$ cat config.mk
export PLATFORM = sky130hd
export DESIGN_NAME = elur_ctrl
export DESIGN_NICKNAME = d
export VERILOG_FILES = /design/src/elur_pkg.sv /design/src/elur_ctrl.sv
export SDC_FILE = /design/constraint.sdc
export NUM_CORES = 1
export LEC_CHECK = 0
export ABC_AREA = 1
export BUFFER_PORTS_ARGS = -buffer_cell sky130_fd_sc_hd__buf_2
export CORE_AREA = 2 2 39 41
export CTS_CLUSTER_SIZE = 24
export DETAILED_ROUTE_END_ITERATION = 10
export DIE_AREA = 0 0 41 43
export GPL_ROUTABILITY_DRIVEN = 0
export PLACE_DENSITY = 0.48
export REMOVE_ABC_BUFFERS = 1
export SETUP_SLACK_MARGIN = 0.02
export SLEW_MARGIN = 20
export SYNTH_ARGS = -nofsm -noshare
export SYNTH_HDL_FRONTEND = slang
export SYNTH_SLANG_ARGS = --single-unit
$ cat constraint.sdc
create_clock -name clk_i -period 1.26 [get_ports clk_i]
set_clock_uncertainty 0.2 [all_clocks]
set_input_delay 0.126 -clock clk_i [delete_from_list [all_inputs] [get_ports clk_i]]
set_output_delay 0.126 -clock clk_i [all_outputs]
set_load 0.02 [all_outputs]
$ cat src/elur_pkg.sv
// shared types, codes and widths for the edit log undo/redo core
// no dependencies; imported by elur_ctrl, elur_dp and edit_log_undo_redo_core
package elur_pkg;

  localparam int ID_BITS       = 16;
  localparam int CNT_BITS      = ID_BITS + 1;
  localparam int LOG_DEPTH_DEF = 256;
  localparam int OP_BITS       = 3;
  localparam int ST_BITS       = 2;
  localparam int KIND_BITS     = 2;

  // stream beat widths, rounded up to whole bytes
  localparam int IN_RAW  = OP_BITS + ID_BITS;
  localparam int IN_W    = ((IN_RAW + 7) / 8) * 8;
  localparam int OUT_RAW = ST_BITS + ID_BITS + 1 + CNT_BITS + 1 + 1;
  localparam int OUT_W   = ((OUT_RAW + 7) / 8) * 8;

  localparam logic [OP_BITS-1:0] OP_ADD   = 3'd0;
  localparam logic [OP_BITS-1:0] OP_DEL   = 3'd1;
  localparam logic [OP_BITS-1:0] OP_UPD   = 3'd2;
  localparam logic [OP_BITS-1:0] OP_UNDO  = 3'd3;
  localparam logic [OP_BITS-1:0] OP_REDO  = 3'd4;
  localparam logic [OP_BITS-1:0] OP_QUERY = 3'd5;

  localparam logic [ST_BITS-1:0] ST_OK      = 2'd0;
  localparam logic [ST_BITS-1:0] ST_INVALID = 2'd1;
  localparam logic [ST_BITS-1:0] ST_EMPTY   = 2'd2;
  localparam logic [ST_BITS-1:0] ST_FULL    = 2'd3;

  localparam logic [KIND_BITS-1:0] KIND_ADD = 2'd0;
  localparam logic [KIND_BITS-1:0] KIND_DEL = 2'd1;
  localparam logic [KIND_BITS-1:0] KIND_UPD = 2'd2;

  // register addresses (byte offsets)
  localparam int                CFG_AW       = 3;
  localparam logic [CFG_AW-1:0] REG_START_ID = 3'd0;

  // controller to datapath
  typedef struct packed {
    logic capture;   // latch the input beat
    logic exec;      // run an op that needs no log read
    logic start_rd;  // first log read for undo, redo or query
    logic apply_ur;  // finish undo or redo with the read kind
    logic scan_step; // query: move one entry down
    logic scan_end;  // query: write the answer
  } cmd_t;

  // datapath to controller
  typedef struct packed {
    logic needs_mem;
    logic is_query;
    logic scan_stop;
  } sts_t;

endpackage

$ cat src/elur_ctrl.sv
// sequencing state machine for the edit log undo/redo core
// depends on elur_pkg for the command and status structs
module elur_ctrl (
  input  logic           clk_i,
  input  logic           rst_ni,
  input  logic           in_valid_i,
  output logic           in_ready_o,
  output logic           out_valid_o,
  input  logic           out_ready_i,
  input  elur_pkg::sts_t sts_i,
  output elur_pkg::cmd_t cmd_o
);
  import elur_pkg::*;

  localparam logic [2:0] S_IDLE = 3'd0;
  localparam logic [2:0] S_EXEC = 3'd1;
  localparam logic [2:0] S_READ = 3'd2;
  localparam logic [2:0] S_SCAN = 3'd3;
  localparam logic [2:0] S_OUT  = 3'd4;

  logic [2:0] state_q, state_d;

  always_comb begin
    state_d     = state_q;
    cmd_o       = '0;
    in_ready_o  = 1'b0;
    out_valid_o = 1'b0;
    case (state_q)
      S_IDLE: begin
        in_ready_o = 1'b1;
        if (in_valid_i) begin
          cmd_o.capture = 1'b1;
          state_d       = S_EXEC;
        end
      end
      S_EXEC: begin
        if (sts_i.needs_mem) begin
          cmd_o.start_rd = 1'b1;
          state_d        = sts_i.is_query ? S_SCAN : S_READ;
        end else begin
          cmd_o.exec = 1'b1;
          state_d    = S_OUT;
        end
      end
      S_READ: begin
        cmd_o.apply_ur = 1'b1;
        state_d        = S_OUT;
      end
      S_SCAN: begin
        if (sts_i.scan_stop) begin
          cmd_o.scan_end = 1'b1;
          state_d        = S_OUT;
        end else begin
          cmd_o.scan_step = 1'b1;
        end
      end
      S_OUT: begin
        out_valid_o = 1'b1;
        if (out_ready_i) begin
          state_d = S_IDLE;
        end
      end
      default: begin
        state_d = S_IDLE;
      end
    endcase
  end

  always_ff @(posedge clk_i or negedge rst_ni) begin
    if (!rst_ni) begin
      state_q <= S_IDLE;
    end else begin
      state_q <= state_d;
    end
  end

endmodule

Word level (Yosys, flattened, before mapping). Index checks and enable logic that the tools add are counted.

Bits in registers: 3. Input port bits: 7. Output and inout bits: 8. Logic and storage cells: 27.

Mux-type cells: 17. Reduce and logical (&&, ||, !) cells: 2. Equal/unequal tests: 7.

Operator list (count): case mux 3 bit (5 select lines) (1); two-way mux 3 bit (4); two-way mux 1 bit (10); == test 3 x 2 -> 1 bit, second input constant (2); inequality test 2 bit, second input constant (3); two-way mux 2 bit (2); == test 3 x 1 -> 1 bit, second input constant (1); == test 3 bit, second input constant (1); logical NOT 3 bit (1); AND reduction 3 bit (1).

Depth between registers and ports, before layout.
Word-level depth: 3. Depth in mapped cells: 6. Depth with buffers taken out: 5.

Worst setup path before layout. Ideal clock, no wire load.

Kind: register to output. From: reg state_q[2]. To: out cmd_o[5] (netlist bit). Path buffers: 0. Arrival time: 1045 ps. Stages on the path, launching flop included: 4. Slack: -111 ps. Data required time: 934 ps. Path through: dfrtp_1 -> inv_1 -> nand2_1 -> nor3_1.

RTL lines: start: declaration (RTL line elur_ctrl.sv:21) `logic [2:0] state_q, state_d;`; start signal: assignment (RTL line elur_ctrl.sv:73) `state_q <= state_d;`; end: declaration (RTL line elur_ctrl.sv:11) `output elur_pkg::cmd_t cmd_o`.

==> summary.md <==
| Metric | Value |
|---|---|
| CP dominant cell by count | buf_6 |
| CP startpoint kind | register |
| DR iter-0 viols | 8 |
| CP cell instances | buf_6 -> nor2_4 -> nand2_2 -> inv_2 -> buf_6 |
| Final slew viol count | 0 |
| CP max FO | 4 |
| Area Growth Syn to Fin | 97.0% |
| Die width | 41 microns |
| Post-DP HPWL | 473 microns |
| Hold Crit Class | in2async |
| GRT Overall Usage | 0.105 |
| Setup-failing EPs final | 10 |
| Slack of the critical path | -0.203 ns |
| DRC errors left | 0 |
| Max clock buf depth | 2 |
| Ant. Diodes | 0 |
| Placed cell count | 74 |
| Area share of the largest cell type after synthesis | 0.302 |
| Post-route ant nets | 0 |
| Row cnt | 14 |
| Largest net degree at the start of global routing | 9 |
| Largest register FFs | 3 |
| Clock latency on the worst-skew pair | roughly 0.24 ns |
| Cell family with most CP delay | flip-flops |
| Remaining Overflow, GRT | 0 |
| Status | finished, violations left |
| Hold_ws | 0.0113 ns |
| Bufs and invs on worst path | 3 |
| Vias in the first global route | 311 |
| Vias per inst | approximately 4.0 |
| Syn Inst Count | 41 |
| Worst slack, placed | -0.0332 ns |
| Synth Area per Inst | 6.07 sq um |
| Commonest non-fill, non-tap cell in the layout | inv_1 |
| Largest stage delay on the critical path | 0.41 ns |
| Initial Util | 0.180 |
| Clock slew at reported path FFs | 0.04 ns |
| Mapped Area | 249 sq um |
| Synth Warn # | 0 |
| Routed vias | 332 |
| DR pass1 iterations | 3 |
| Nets | 75 |
| Rel. slew slack | 0.884 |
| Die ar. | 0.00176 sq mm |
| Nature of the critical path endpoint | primary output |
| Period utilisation layout | 1.16 |
| Num ports | 15 |
| Initial antenna violation count | 0 |
| First-pass GRT wire length | 1140 microns |
| Post-synthesis sequential area ratio | 0.302 |
| Die height | 43 microns |
| Leak | 0.293 nW |
| Slowest-stage cell, CP | dfrtp_1 |
| Regs by FF count | state_q x3 |
| Final critical-path required period | 1.46 ns |
| Final std cells w/o fill | 83 |
| Crit path kind | reg2out |
| Fin. Hold Viols | 0 |
| Yosys reg bits | 3 |
| Fill count | between 150 and 200 |
| Post-DR wirelength/cell | approximately 8.0 microns |
| Highest clock rate | around 0.68 GHz |
| Peak supply drop | 0.884 mV |
| Critical Path AT | 1.14 ns |
| Root buf cell | clkbuf_4 |
| Worst-Margin Slew | approximately 0.17 ns |
| Layout cells sized above 1 | 0.552 |
| Cell variety after synth | 13 |
| Number of max-cap violations | 0 |
| Area taken by multi-input logic gates | roughly 140 sq um |
| Routed WL | 660 microns |
| CTS sink count | 3 |
| Tot Pwr | 1.04 mW |
| Most flop-heavy register | state_q |
| Violated checks | setup timing |
| Pwr Density | 2120 mW/mm^2 |
| Yosys top cell by area | dfrtp_1 |
| Unrepaired setup endpoints after global routing | yes |
| Register area | 76.3 sq um |
| TritonCTS Buffers | 3 |
| Most frequent cells in the layout | inv_1, buf_2, buf_4, buf_6 |
| H-tree levels | 1 |
| Core box area | between 0.001 and 0.0015 sq mm |
| Top cells by area, synth | dfrtp_1, inv_1, nand2_1 |
| CTS tree | done |
| Worst EP required | ~0.93 ns |
| I/O Buffers | 14 |
==> logic make-up after synthesis <==
kind of cell,Yosys count,synth area share
AOI/OAI and AO/OA,2,0.0402
and+or+nand+nor,23,0.417
DFF,3,0.301
buffers and inverters,13,0.241
==> Yosys cell counts (all sizes together) <==
master,count
a21oi,1
buf,2
dfrtp,3
inv,11
nand2,10
nand3,3
nand4,1
nor2,6
nor3,3
o21ai,1
==> final cells by class <==
type	count	share of cell area
repair buffers	24	0.383
multi-input cells	25	0.283
flip-flops and latches	3	0.156
inverters	11	0.0842
clock buffers	4	0.0536
well taps	16	0.0408
==> worst reg2reg max path: stages (launching register included) <==
cell and delay [ns]:
dfrtp_1 0.41, buf_6 0.14, nor2_4 0.10, nand2_2 0.08
buf_6 0.13, nand4_1 0.08, nand2_1 0.05
==> stage by stage <==
step           TNS (ns)  utilization  instance area [sq um]
6_report          -1.49        0.354                    490
5_1_grt           -2.35        0.354                    490
4_1_cts           -1.61        0.353                    488
3_5_place_dp    -0.0412        0.259                    358
3_3_place_gp    -0.0175        0.259                    358
2_1_floorplan    -0.195            -                    230
==> per-layer routing <==
layer / track usage / part of all wire
met3: 0.0785 / 0.086
met1: 0.113 / 0.43
met4: 0.0600 / 0
met5: 0 / 0
met2: 0.141 / 0.48
==> path summary, 6_finish.rpt <==
path | startpoint | depth (start not counted) | to | slack, ns
hold / removal | rst_ni | 2 | state_q[2]$_DFFE_PN0P_ | 0.01
setup / recovery | state_q[2]$_DFFE_PN0P_ | 5 | cmd_o[1] | -0.20
setup reg to reg | state_q[2]$_DFFE_PN0P_ | 6 | state_q[0]$_DFFE_PN0P_ | -0.05
hold reg to reg | state_q[2]$_DFFE_PN0P_ | 2 | state_q[2]$_DFFE_PN0P_ | 0.44
max in group asynchronous | rst_ni | 2 | state_q[0]$_DFFE_PN0P_ | 0.73
min in group clk_i | sts_i[1] | 5 | state_q[0]$_DFFE_PN0P_ | 0.05
==> power breakdown <==
group,switching [mW],internal (mW),total (mW),leakage (nW)
Sequential,0.0707,0.140,0.210,0.0375
Combinational,0.333,0.322,0.655,0.240
Clock,0.0553,0.119,0.174,0.0150
==> repair_timing <==
| action | CTS | global route |
|---|---|---|
| gates resized for setup | 21 | 1 |
| endpoints found under the setup margin | 8 | 11 |
| hold endpoints to repair | 4 | 0 |
| pin swaps | 4 | 0 |
| hold buffers | 2 | 0 |
| buffers inserted | 3 | 0 |
No activity file was read; power rests on OpenSTA's default activity.
